===== src/design/bmpc_pkg.sv =====
package bmpc_pkg;

    // result kinds
    localparam logic [1:0] KIND_PIXEL = 2'd0;
    localparam logic [1:0] KIND_LAST  = 2'd1;
    localparam logic [1:0] KIND_ERROR = 2'd2;

    // configuration register indexes
    localparam logic [1:0] CFG_DISP_W   = 2'd0;
    localparam logic [1:0] CFG_DISP_H   = 2'd1;
    localparam logic [1:0] CFG_FILE_LEN = 2'd2;

    localparam logic [31:0] HDR_BYTES   = 32'd54;
    localparam logic [31:0] LAST_HDR_IX = 32'd53;

    typedef struct packed {
        logic [15:0] sig;
        logic [31:0] declared;
        logic [31:0] poff;
        logic [31:0] dib;
        logic [31:0] ws;
        logic [31:0] hs;
        logic [31:0] planes_depth;
        logic [31:0] compr;
    } t_hdr_fields;

    typedef struct packed {
        logic        ok;
        logic        top_down;
        logic [31:0] src_w;
        logic [31:0] src_h;
        logic [10:0] win_w;
        logic [10:0] win_h;
        logic [31:0] org_c;
        logic [31:0] org_r;
        logic [31:0] pitch;
    } t_hdr_res;

endpackage


===== src/design/bmp24_crop_to_rgb565_unit.sv =====
// Streaming decoder for uncompressed 24-bit BMP files. Bytes of the file enter
// one per transfer, in file order; file_length must be set beforehand. The
// 54-byte header is captured and checked, bytes up to the pixel offset are
// skipped, and the padded rows (bottom-up or top-down) are walked. Each pixel of
// the centred window, clipped to the display size, leaves as one RGB565 result
// with its window column and row; the final pixel in stream order has kind 1.
// A failed check gives one error result (kind 2, other fields 0) and the rest of
// the file is consumed without results. After file_length bytes the decoder is
// ready for the next file. Throughput is one byte per clock, set by the pixel
// walker, while the results side accepts; the exception is the last header byte,
// after which the decoder takes no byte while the three-stage header checker
// (one 32x32 multiply) runs and its result is picked up.
module bmp24_crop_to_rgb565_unit
    import bmpc_pkg::*;
#(
    parameter int MAX_DISPLAY_WIDTH  = 1024,
    parameter int MAX_DISPLAY_HEIGHT = 1024
) (
    input  logic        i_clk,
    input  logic        i_rst_n,
    // byte stream
    input  logic        i_in_valid,
    output logic        o_in_ready,
    input  logic [7:0]  i_data_byte,
    // results
    output logic        o_out_valid,
    input  logic        i_out_ready,
    output logic [1:0]  o_kind,
    output logic [15:0] o_pixel_color,
    output logic [9:0]  o_out_column,
    output logic [9:0]  o_out_row,
    output logic [10:0] o_image_width,
    output logic [10:0] o_image_height,
    // configuration writes
    input  logic        i_cfg_valid,
    output logic        o_cfg_ready,
    input  logic [1:0]  i_cfg_index,
    input  logic [31:0] i_cfg_data
);

    logic [10:0] r_disp_w;
    logic [10:0] r_disp_h;
    logic [31:0] r_file_len;

    assign o_cfg_ready = 1'b1;

    // config registers; unknown index is ignored
    always_ff @(posedge i_clk) begin
        if (!i_rst_n) begin
            r_disp_w   <= 11'd320;
            r_disp_h   <= 11'd240;
            r_file_len <= 32'd0;
        end else if (i_cfg_valid) begin
            unique case (i_cfg_index)
                CFG_DISP_W:   r_disp_w   <= i_cfg_data[10:0];
                CFG_DISP_H:   r_disp_h   <= i_cfg_data[10:0];
                CFG_FILE_LEN: r_file_len <= i_cfg_data;
                default: begin
                end
            endcase
        end
    end

    // front: byte queue decoupling the source from the decoder
    logic       q_valid;
    logic [7:0] q_byte;
    logic       q_pop;

    bmpc_front u_front (
        .i_clk   (i_clk),
        .i_rst_n (i_rst_n),
        .i_valid (i_in_valid),
        .o_ready (o_in_ready),
        .i_byte  (i_data_byte),
        .o_valid (q_valid),
        .o_byte  (q_byte),
        .i_pop   (q_pop)
    );

    // back: header capture/check, row walker, output register
    bmpc_back #(
        .MAX_DISPLAY_WIDTH  (MAX_DISPLAY_WIDTH),
        .MAX_DISPLAY_HEIGHT (MAX_DISPLAY_HEIGHT)
    ) u_back (
        .i_clk          (i_clk),
        .i_rst_n        (i_rst_n),
        .i_q_valid      (q_valid),
        .i_q_byte       (q_byte),
        .o_q_pop        (q_pop),
        .i_disp_w       (r_disp_w),
        .i_disp_h       (r_disp_h),
        .i_file_len     (r_file_len),
        .o_out_valid    (o_out_valid),
        .i_out_ready    (i_out_ready),
        .o_kind         (o_kind),
        .o_pixel_color  (o_pixel_color),
        .o_out_column   (o_out_column),
        .o_out_row      (o_out_row),
        .o_image_width  (o_image_width),
        .o_image_height (o_image_height)
    );

endmodule


===== src/design/bmpc_front.sv =====
module bmpc_front
    import bmpc_pkg::*;
(
    input  logic       i_clk,
    input  logic       i_rst_n,
    input  logic       i_valid,
    output logic       o_ready,
    input  logic [7:0] i_byte,
    output logic       o_valid,
    output logic [7:0] o_byte,
    input  logic       i_pop
);

    // two-entry byte queue
    logic [7:0] r_mem [2];
    logic       r_wp;
    logic       r_rp;
    logic [1:0] r_cnt;
    logic       push;
    logic       pop;

    assign o_ready = (r_cnt != 2'd2);
    assign o_valid = (r_cnt != 2'd0);
    assign o_byte  = r_mem[r_rp];
    assign push    = i_valid && o_ready;
    assign pop     = i_pop && o_valid;

    always_ff @(posedge i_clk) begin
        if (push) begin
            r_mem[r_wp] <= i_byte;
        end
    end

    always_ff @(posedge i_clk) begin
        if (!i_rst_n) begin
            r_wp  <= 1'b0;
            r_rp  <= 1'b0;
            r_cnt <= 2'd0;
        end else begin
            if (push) begin
                r_wp <= ~r_wp;
            end
            if (pop) begin
                r_rp <= ~r_rp;
            end
            r_cnt <= r_cnt + 2'(push) - 2'(pop);
        end
    end

endmodule


===== src/design/bmpc_hdr.sv =====
module bmpc_hdr
    import bmpc_pkg::*;
#(
    parameter int MAX_DISPLAY_WIDTH  = 1024,
    parameter int MAX_DISPLAY_HEIGHT = 1024
) (
    input  logic        i_clk,
    input  logic        i_rst_n,
    input  logic        i_start,
    input  t_hdr_fields i_fields,
    input  logic [10:0] i_disp_w,
    input  logic [10:0] i_disp_h,
    input  logic [31:0] i_file_len,
    output logic        o_done,
    output t_hdr_res    o_res
);

    localparam logic [16:0] MaxW = 17'(MAX_DISPLAY_WIDTH);
    localparam logic [16:0] MaxH = 17'(MAX_DISPLAY_HEIGHT);

    // stage 1: field checks, padded row size
    logic        s1_ok;
    logic        s1_top;
    logic [31:0] s1_srch;
    logic [33:0] s1_ws3;
    logic [33:0] s1_row;
    logic [16:0] dw17;
    logic [16:0] dh17;

    always_comb begin
        s1_top  = i_fields.hs[31];
        s1_srch = s1_top ? (32'd0 - i_fields.hs) : i_fields.hs;
        s1_ws3  = {2'b00, i_fields.ws} + {1'b0, i_fields.ws, 1'b0};
        s1_row  = (s1_ws3 + 34'd3) & ~34'd3;
        s1_ok   = (i_fields.sig == 16'h4D42)
               && (i_fields.declared >= HDR_BYTES)
               && (i_fields.declared <= i_file_len)
               && (i_fields.dib >= 32'd40)
               && (i_fields.ws != 32'd0) && !i_fields.ws[31]
               && (i_fields.hs != 32'd0) && (i_fields.hs != 32'h8000_0000)
               && (i_fields.planes_depth == 32'h0018_0001)
               && (i_fields.compr == 32'd0)
               && ({1'b0, i_fields.poff} >= (33'd14 + {1'b0, i_fields.dib}))
               && (i_fields.poff <= i_file_len)
               && (s1_row[33:32] == 2'b00);
        dw17 = ({6'd0, i_disp_w} < MaxW) ? {6'd0, i_disp_w} : MaxW;
        dh17 = ({6'd0, i_disp_h} < MaxH) ? {6'd0, i_disp_h} : MaxH;
    end

    logic        r_ok1;
    logic        r_top;
    logic [31:0] r_srcw;
    logic [31:0] r_srch;
    logic [31:0] r_row;
    logic [10:0] r_dw;
    logic [10:0] r_dh;
    logic [63:0] r_prod;
    logic [10:0] r_ww;
    logic [10:0] r_wh;
    logic [2:0]  r_stg;
    logic        r_done;
    t_hdr_res    r_res;

    logic [64:0] s3_end;
    always_comb begin
        s3_end = {33'd0, r_prod[31:0]} + {1'b0, r_prod[63:32], 32'd0}
               + {33'd0, i_fields.poff};
    end

    always_ff @(posedge i_clk) begin
        // stage 1
        r_ok1  <= s1_ok;
        r_top  <= s1_top;
        r_srcw <= i_fields.ws;
        r_srch <= s1_srch;
        r_row  <= s1_row[31:0];
        r_dw   <= dw17[10:0];
        r_dh   <= dh17[10:0];
        // stage 2: row size times height, window size
        r_prod <= r_row * r_srch;
        r_ww   <= (r_srcw < {21'd0, r_dw}) ? r_srcw[10:0] : r_dw;
        r_wh   <= (r_srch < {21'd0, r_dh}) ? r_srch[10:0] : r_dh;
        // stage 3: end of pixel data, window origin
        if (r_stg[1]) begin
            r_res.ok        <= r_ok1 && (r_dw != 11'd0) && (r_dh != 11'd0)
                            && (s3_end <= {33'd0, i_file_len})
                            && (s3_end <= {33'd0, i_fields.declared});
            r_res.top_down  <= r_top;
            r_res.src_w     <= r_srcw;
            r_res.src_h     <= r_srch;
            r_res.win_w     <= r_ww;
            r_res.win_h     <= r_wh;
            r_res.org_c     <= (r_srcw - {21'd0, r_ww}) >> 1;
            r_res.org_r     <= (r_srch - {21'd0, r_wh}) >> 1;
            r_res.pitch     <= r_row;
        end
    end

    always_ff @(posedge i_clk) begin
        if (!i_rst_n) begin
            r_stg  <= 3'd0;
            r_done <= 1'b0;
        end else begin
            r_stg <= {r_stg[1:0], i_start};
            if (i_start) begin
                r_done <= 1'b0;
            end else if (r_stg[2]) begin
                r_done <= 1'b1;
            end
        end
    end

    assign o_done = r_done;
    assign o_res  = r_res;

endmodule


===== src/design/bmpc_back.sv =====
module bmpc_back
    import bmpc_pkg::*;
#(
    parameter int MAX_DISPLAY_WIDTH  = 1024,
    parameter int MAX_DISPLAY_HEIGHT = 1024
) (
    input  logic        i_clk,
    input  logic        i_rst_n,
    input  logic        i_q_valid,
    input  logic [7:0]  i_q_byte,
    output logic        o_q_pop,
    input  logic [10:0] i_disp_w,
    input  logic [10:0] i_disp_h,
    input  logic [31:0] i_file_len,
    output logic        o_out_valid,
    input  logic        i_out_ready,
    output logic [1:0]  o_kind,
    output logic [15:0] o_pixel_color,
    output logic [9:0]  o_out_column,
    output logic [9:0]  o_out_row,
    output logic [10:0] o_image_width,
    output logic [10:0] o_image_height
);

    typedef enum logic [2:0] {
        PH_HEADER,
        PH_CHECK,
        PH_SKIP,
        PH_PIXELS,
        PH_DRAIN
    } t_phase;

    t_phase      r_phase;
    t_phase      n_phase;
    logic [31:0] r_count;
    t_hdr_fields r_fields;
    logic [32:0] r_row;
    logic [31:0] r_pos;
    logic [31:0] r_p;
    logic [1:0]  r_k;
    logic [15:0] r_partial;

    logic        r_o_valid;
    logic [1:0]  r_kind;
    logic [15:0] r_color;
    logic [9:0]  r_col;
    logic [9:0]  r_orow;
    logic [10:0] r_iw;
    logic [10:0] r_ih;

    logic        hdr_start;
    logic        hdr_done;
    t_hdr_res    res;

    bmpc_hdr #(
        .MAX_DISPLAY_WIDTH  (MAX_DISPLAY_WIDTH),
        .MAX_DISPLAY_HEIGHT (MAX_DISPLAY_HEIGHT)
    ) u_hdr (
        .i_clk      (i_clk),
        .i_rst_n    (i_rst_n),
        .i_start    (hdr_start),
        .i_fields   (r_fields),
        .i_disp_w   (i_disp_w),
        .i_disp_h   (i_disp_h),
        .i_file_len (i_file_len),
        .o_done     (hdr_done),
        .o_res      (res)
    );

    logic        out_free;
    logic        go;
    logic        chk_go;
    logic        step;
    logic        eof;
    logic [31:0] cnt1;
    logic        emit;
    logic [1:0]  e_kind;
    logic [15:0] e_color;
    logic [9:0]  e_col;
    logic [9:0]  e_row;
    logic [10:0] e_iw;
    logic [10:0] e_ih;
    logic [31:0] img;
    logic [31:0] orow;
    logic [31:0] ocol;
    logic        in_src;
    logic        in_win;
    logic        last;
    logic [32:0] pos1;
    logic        row_end;

    always_comb begin
        out_free = !r_o_valid || i_out_ready;
        go       = i_q_valid && out_free && (r_phase != PH_CHECK);
        chk_go   = (r_phase == PH_CHECK) && hdr_done && out_free;
        step     = go || chk_go;
        cnt1     = r_count + 32'd1;
        eof      = (cnt1 >= i_file_len);

        img    = res.top_down ? r_row[31:0] : (res.src_h - 32'd1 - r_row[31:0]);
        orow   = img - res.org_r;
        ocol   = r_p - res.org_c;
        in_src = (r_k == 2'd2) && (r_p < res.src_w) && (r_row < {1'b0, res.src_h});
        in_win = (img >= res.org_r) && (orow < {21'd0, res.win_h})
              && (r_p >= res.org_c) && (ocol < {21'd0, res.win_w});
        last   = (ocol == {21'd0, res.win_w - 11'd1})
              && (orow == (res.top_down ? {21'd0, res.win_h - 11'd1} : 32'd0));
        pos1    = {1'b0, r_pos} + 33'd1;
        row_end = (pos1 >= {1'b0, res.pitch});

        n_phase   = r_phase;
        hdr_start = 1'b0;
        emit      = 1'b0;
        e_kind    = KIND_ERROR;
        e_color   = 16'd0;
        e_col     = 10'd0;
        e_row     = 10'd0;
        e_iw      = 11'd0;
        e_ih      = 11'd0;

        unique case (r_phase)
            PH_HEADER: begin
                if (r_count == 32'd0 && i_file_len < HDR_BYTES) begin
                    emit    = 1'b1;
                    n_phase = PH_DRAIN;
                end else if (r_count == LAST_HDR_IX) begin
                    hdr_start = go;
                    n_phase   = PH_CHECK;
                    eof       = 1'b0;   // end of file resolved after the check
                end
            end
            PH_CHECK: begin
                eof = (r_count >= i_file_len);
                if (res.ok) begin
                    n_phase = (r_count >= r_fields.poff) ? PH_PIXELS : PH_SKIP;
                end else begin
                    emit    = 1'b1;
                    n_phase = PH_DRAIN;
                end
            end
            PH_SKIP: begin
                if (cnt1 >= r_fields.poff) begin
                    n_phase = PH_PIXELS;
                end
            end
            PH_PIXELS: begin
                if (in_src && in_win) begin
                    emit    = 1'b1;
                    e_kind  = last ? KIND_LAST : KIND_PIXEL;
                    e_color = {i_q_byte[7:3], r_partial[15:10], r_partial[7:3]};
                    e_col   = ocol[9:0];
                    e_row   = orow[9:0];
                    e_iw    = res.win_w;
                    e_ih    = res.win_h;
                    if (last) begin
                        n_phase = PH_DRAIN;
                    end
                end
            end
            PH_DRAIN: begin
            end
            default: begin
            end
        endcase
    end

    assign o_q_pop = go;

    // header byte capture
    always_ff @(posedge i_clk) begin
        if (go && r_phase == PH_HEADER) begin
            case (r_count[5:0])
                6'd0:  r_fields.sig[7:0]             <= i_q_byte;
                6'd1:  r_fields.sig[15:8]            <= i_q_byte;
                6'd2:  r_fields.declared[7:0]        <= i_q_byte;
                6'd3:  r_fields.declared[15:8]       <= i_q_byte;
                6'd4:  r_fields.declared[23:16]      <= i_q_byte;
                6'd5:  r_fields.declared[31:24]      <= i_q_byte;
                6'd10: r_fields.poff[7:0]            <= i_q_byte;
                6'd11: r_fields.poff[15:8]           <= i_q_byte;
                6'd12: r_fields.poff[23:16]          <= i_q_byte;
                6'd13: r_fields.poff[31:24]          <= i_q_byte;
                6'd14: r_fields.dib[7:0]             <= i_q_byte;
                6'd15: r_fields.dib[15:8]            <= i_q_byte;
                6'd16: r_fields.dib[23:16]           <= i_q_byte;
                6'd17: r_fields.dib[31:24]           <= i_q_byte;
                6'd18: r_fields.ws[7:0]              <= i_q_byte;
                6'd19: r_fields.ws[15:8]             <= i_q_byte;
                6'd20: r_fields.ws[23:16]            <= i_q_byte;
                6'd21: r_fields.ws[31:24]            <= i_q_byte;
                6'd22: r_fields.hs[7:0]              <= i_q_byte;
                6'd23: r_fields.hs[15:8]             <= i_q_byte;
                6'd24: r_fields.hs[23:16]            <= i_q_byte;
                6'd25: r_fields.hs[31:24]            <= i_q_byte;
                6'd26: r_fields.planes_depth[7:0]    <= i_q_byte;
                6'd27: r_fields.planes_depth[15:8]   <= i_q_byte;
                6'd28: r_fields.planes_depth[23:16]  <= i_q_byte;
                6'd29: r_fields.planes_depth[31:24]  <= i_q_byte;
                6'd30: r_fields.compr[7:0]           <= i_q_byte;
                6'd31: r_fields.compr[15:8]          <= i_q_byte;
                6'd32: r_fields.compr[23:16]         <= i_q_byte;
                6'd33: r_fields.compr[31:24]         <= i_q_byte;
                default: begin
                end
            endcase
        end
    end

    // payload of the output stage and partial pixel
    always_ff @(posedge i_clk) begin
        if (step && emit) begin
            r_kind  <= e_kind;
            r_color <= e_color;
            r_col   <= e_col;
            r_orow  <= e_row;
            r_iw    <= e_iw;
            r_ih    <= e_ih;
        end
        if (go && r_phase == PH_PIXELS) begin
            if (r_k == 2'd0) begin
                r_partial[7:0] <= i_q_byte;
            end else if (r_k == 2'd1) begin
                r_partial[15:8] <= i_q_byte;
            end
        end
    end

    always_ff @(posedge i_clk) begin
        if (!i_rst_n) begin
            r_phase   <= PH_HEADER;
            r_count   <= 32'd0;
            r_row     <= 33'd0;
            r_pos     <= 32'd0;
            r_p       <= 32'd0;
            r_k       <= 2'd0;
            r_o_valid <= 1'b0;
        end else begin
            if (step && emit) begin
                r_o_valid <= 1'b1;
            end else if (i_out_ready) begin
                r_o_valid <= 1'b0;
            end
            if (step) begin
                if (eof) begin
                    r_phase <= PH_HEADER;
                    r_count <= 32'd0;
                    r_row   <= 33'd0;
                    r_pos   <= 32'd0;
                    r_p     <= 32'd0;
                    r_k     <= 2'd0;
                end else begin
                    r_phase <= n_phase;
                    if (go) begin
                        r_count <= cnt1;
                    end
                    if (go && r_phase == PH_PIXELS) begin
                        if (row_end) begin
                            r_pos <= 32'd0;
                            r_p   <= 32'd0;
                            r_k   <= 2'd0;
                            r_row <= r_row + 33'd1;
                        end else begin
                            r_pos <= pos1[31:0];
                            r_k   <= (r_k == 2'd2) ? 2'd0 : r_k + 2'd1;
                            r_p   <= (r_k == 2'd2) ? r_p + 32'd1 : r_p;
                        end
                    end
                end
            end
        end
    end

    assign o_out_valid    = r_o_valid;
    assign o_kind         = r_kind;
    assign o_pixel_color  = r_color;
    assign o_out_column   = r_col;
    assign o_out_row      = r_orow;
    assign o_image_width  = r_iw;
    assign o_image_height = r_ih;

endmodule


===== config.mk =====
export PLATFORM = sky130hd
export DESIGN_NAME = bmp24_crop_to_rgb565_unit
export DESIGN_NICKNAME = d
export VERILOG_FILES = /design/src/design/bmpc_pkg.sv /design/src/design/bmp24_crop_to_rgb565_unit.sv /design/src/design/bmpc_front.sv /design/src/design/bmpc_hdr.sv /design/src/design/bmpc_back.sv
export SDC_FILE = /design/constraint.sdc
export NUM_CORES = 2
export LEC_CHECK = 0
export ABC_AREA = 0
export BUFFER_PORTS_ARGS = -buffer_cell sky130_fd_sc_hd__buf_2
export CORE_ASPECT_RATIO = 0.7
export CORE_MARGIN = 2
export CORE_UTILIZATION = 61
export DETAILED_ROUTE_END_ITERATION = 7
export GPL_TIMING_DRIVEN = 0
export PLACE_DENSITY = 0.77
export SETUP_SLACK_MARGIN = 0.5
export SLEW_MARGIN = 25
export SYNTH_ARGS = -nofsm -noshare
export SYNTH_HDL_FRONTEND = slang
export SYNTH_SLANG_ARGS = --single-unit

===== constraint.sdc =====
create_clock -name i_clk -period 10.63 [get_ports i_clk]
set_clock_uncertainty 0.05 [all_clocks]
set_input_delay 1.063 -clock i_clk [delete_from_list [all_inputs] [get_ports i_clk]]
set_output_delay 1.063 -clock i_clk [all_outputs]
set_load 0.1 [all_outputs]

==> metrics.txt <==
status=complete, no violations; Worst Hold Class=reg2reg; CTS Root Buffer Type=clkbuf_16; dpl cell area=0.0876 sq mm; Synth Cell Area=between 0.08 and 0.09 sq mm; Setup crit start kind=flip-flop; Slew Limit Fails=0; Max VDD drop=~0.15 mV; FP Rows=114; CP Data Arrival Time=10,470 ps; final instance area=0.0907 sq mm; initial antenna violation count=31; Pre-Repair DR Iteration Count=6; Synth top cells by count=inv_1, nand2_1, ha_1; RePlAce Congestion=1.06; clock share of power=0.379; number of fill cells=roughly 11,000; area growth from synthesis to layout=7.40%; TritonCTS clock tree=yes; DRC=0; NumNets Final=11,100; CTS Sinks=907; largest cells by area after synthesis=fa_1, edfxtp_1, ha_1, dfxtp_1, inv_1; TritonCTS Buffers=83; CP peak stage delay=880 ps; Post-synth EDFFs=507; critical path's most frequent cell=fa_1; leak pwr=41.3 nW; via count=70,100; Hold Fails Final Rpt=0; fin crit period=between 9000 and 10,000 ps; P_int=5.81 mW; area share of the largest cell type after synthesis=0.200; routed wire length=303 mm; RSZ-0062 raised after global routing=false; DRT antenna net count=0; CP required=between 10,000 and 15,000 ps; number of global-route vias before repair=67,300; Net Count, Synth=between 10,000 and 15,000; Power per Cell Area=around 92 mW/mm^2; Port Buffers=108; Die ar.=0.141 sq mm; IO Count=110; first-pass GRT wire length=445 mm; gr ovfl total=0; Slowest cell on crit path=clkbuf_1; H-tree Lvls=3; Initial Utilization=0.613; MaxCap Viol Count=0; clock buffer depth=3; top fanout value on the critical path=10; Worst-path clk slew=70 ps; Synth area leader=fa_1; share of cells above drive strength 1=0.0480; critical path class=reg2reg; Post-synth ARST share=0; sequential share of the synthesized area=0.275; initial DRC count=between 9,000 and 10,000; Post-Syn Area per Cell=9.31 sq um; Clock Latency Late Sink=720 ps; sw frac=0.300; die width=449 um; post-synthesis cell type count=99; combinational share of power=0.146; Max Freq=approximately 100 MHz; Cells after Synth=about 9,000; worst-margin pin slew=1220 ps; largest net degree at the start of global routing=between 50 and 60; gr usage total=0.427; final setup vio count=0; Yosys warning count=0; Seq pwr share=0.475; setup TNS=0 ps; via/cell ratio=6.24; Main synth FF type=edfxtp_1; Final Cycle Share=0.931; WHS=370 ps; crit end category=flip-flop; DR WL/cell=27.0 um; dpl hpwl=247 mm; Core Area=roughly 0.14 sq mm; Yosys reg bits=907; most common cell in the netlist=inv_1; Sw Pwr=2.49 mW; Max-Slew Margin vs Limit=0.187; Die H=315 um
[cell type report]
cell class	instances	area, sq um	share of cell area
Antenna cell	33	82.6	0.000911
Buffer	341	1420	0.0157
Clock buffer	98	2180	0.0240
Clock inverter	58	639	0.00705
Inverter	1377	5170	0.0570
Multi-Input combinational cell	6442	54900	0.605
Sequential cell	907	23300	0.256
Tap cell	1856	2320	0.0256
Timing Repair Buffer	117	718	0.00792
[layout by cell type (no fill, tap or decap), drive strengths merged, types with 17 or more instances in the layout]
master and instances:
or3 48, fa 842, nor2b 102, o211ai 24
and4 17, clkbuf 430, inv 1379, ha 903
a211oi 37, o21ai 286, buf 124, nand2b 87
xnor2 272, o21a 63, a21boi 20, o31ai 36
o41ai 17, nand3 159, or4 21, clkinv 40
a2111oi 22, nor4 110, a31oi 40, a21oi 445
xor2 149, nand4 145, nor2 428, nand2 1184
dfxtp 400, nor3 132, diode 33, o21bai 38
and2 277, and3 95, mux2 33, a21o 176
nand3b 30, edfxtp 507
[sequential cells by signal, summed over array words and instances (netlist names), 16 cells and up, named ones only]
register              cells
r_file_len               32
u_back.o_pixel_color     16
u_back.r_count           32
u_back.r_fields         240
u_back.r_p               32
u_back.r_pos             32
u_back.r_row             33
u_back.u_hdr.o_res      180
u_back.u_hdr.r_prod      62
u_back.u_hdr.r_row       30
u_back.u_hdr.r_srch      32
u_back.u_hdr.r_srcw      32
u_front.r_mem            16
[stage by stage]
| step | worst slack [ps] | utilization | cells | power (mW) |
|---|---|---|---|---|
| after floorplan | 2500 | - | 9067 | 4.71 |
| after global placement | 7.18 | 0.634 | 11000 | 5.14 |
| after detailed placement | 143 | 0.636 | 11000 | 5.18 |
| after CTS | 484 | 0.656 | 11200 | 8.26 |
| after global routing | 522 | 0.658 | 11200 | 8.49 |
| final | 732 | 0.658 | 11200 | 8.30 |
[worst paths after layout]
check | start | end | slack (ps) | depth (start not counted)
setup / recovery | u_back.u_hdr.r_srch[4] | u_back.u_hdr.r_prod[53] | 730 | 28
hold / removal | u_back.r_fields[64] | u_back.u_hdr.r_srch[0] | 370 | 0
setup reg to reg | u_back.u_hdr.r_srch[4] | u_back.u_hdr.r_prod[53] | 730 | 28
hold reg to reg | u_back.r_fields[64] | u_back.u_hdr.r_srch[0] | 370 | 0
[critical path, delay by kind of cell, from the launching register on]
family                     cells  cell delay, ps
buffers and inverters          6            1140
and+or+nand+nor                3             530
xor gates and xnor gates       1             150
DFF                            1             620
AOI/OAI and AO/OA              9            3030
adders and majority gates      9            4250
[logic make-up (layout without fill, tap and decap cells)]
logic type / after synthesis / in the layout / share of synthesized area
other: 1 / 34 / 0.0000444
flip-flops: 907 / 907 / 0.275
XOR/XNOR: 421 / 421 / 0.0440
AO/OA/AOI/OAI: 1341 / 1341 / 0.100
adder cells (fa/ha/maj): 1745 / 1745 / 0.333
multiplexers: 47 / 47 / 0.00606
AND/OR/NAND/NOR: 2887 / 2887 / 0.164
buffers and inverters: 1718 / 1991 / 0.0765
[metal layers]
metal	global-route usage	vias up	routed length [um]
met5	0	-	319
met2	0.549	4557	113000
li1	-	30600	-
met4	0.128	18	10000
met3	0.199	568	51200
met1	0.630	34400	128000
[power groups by stage]
stage	registers (mW)	logic, mW	clock network, mW
detailed placement	4.02	1.16	0
global placement	4.02	1.12	0
floorplan	4.22	0.490	0
CTS	3.94	1.16	3.16
global route	3.95	1.25	3.30
finish	3.95	1.21	3.15
[timing repair]
item                                    4_1_cts  5_1_grt
pin swaps                                     0        0
setup buffers                                 0        0
gates cloned                                  0        0
gates resized for setup                      12      134
endpoints found under the setup margin        4        7
hold buffers                                  0        0
No activity file was read; power rests on OpenSTA's default activity.
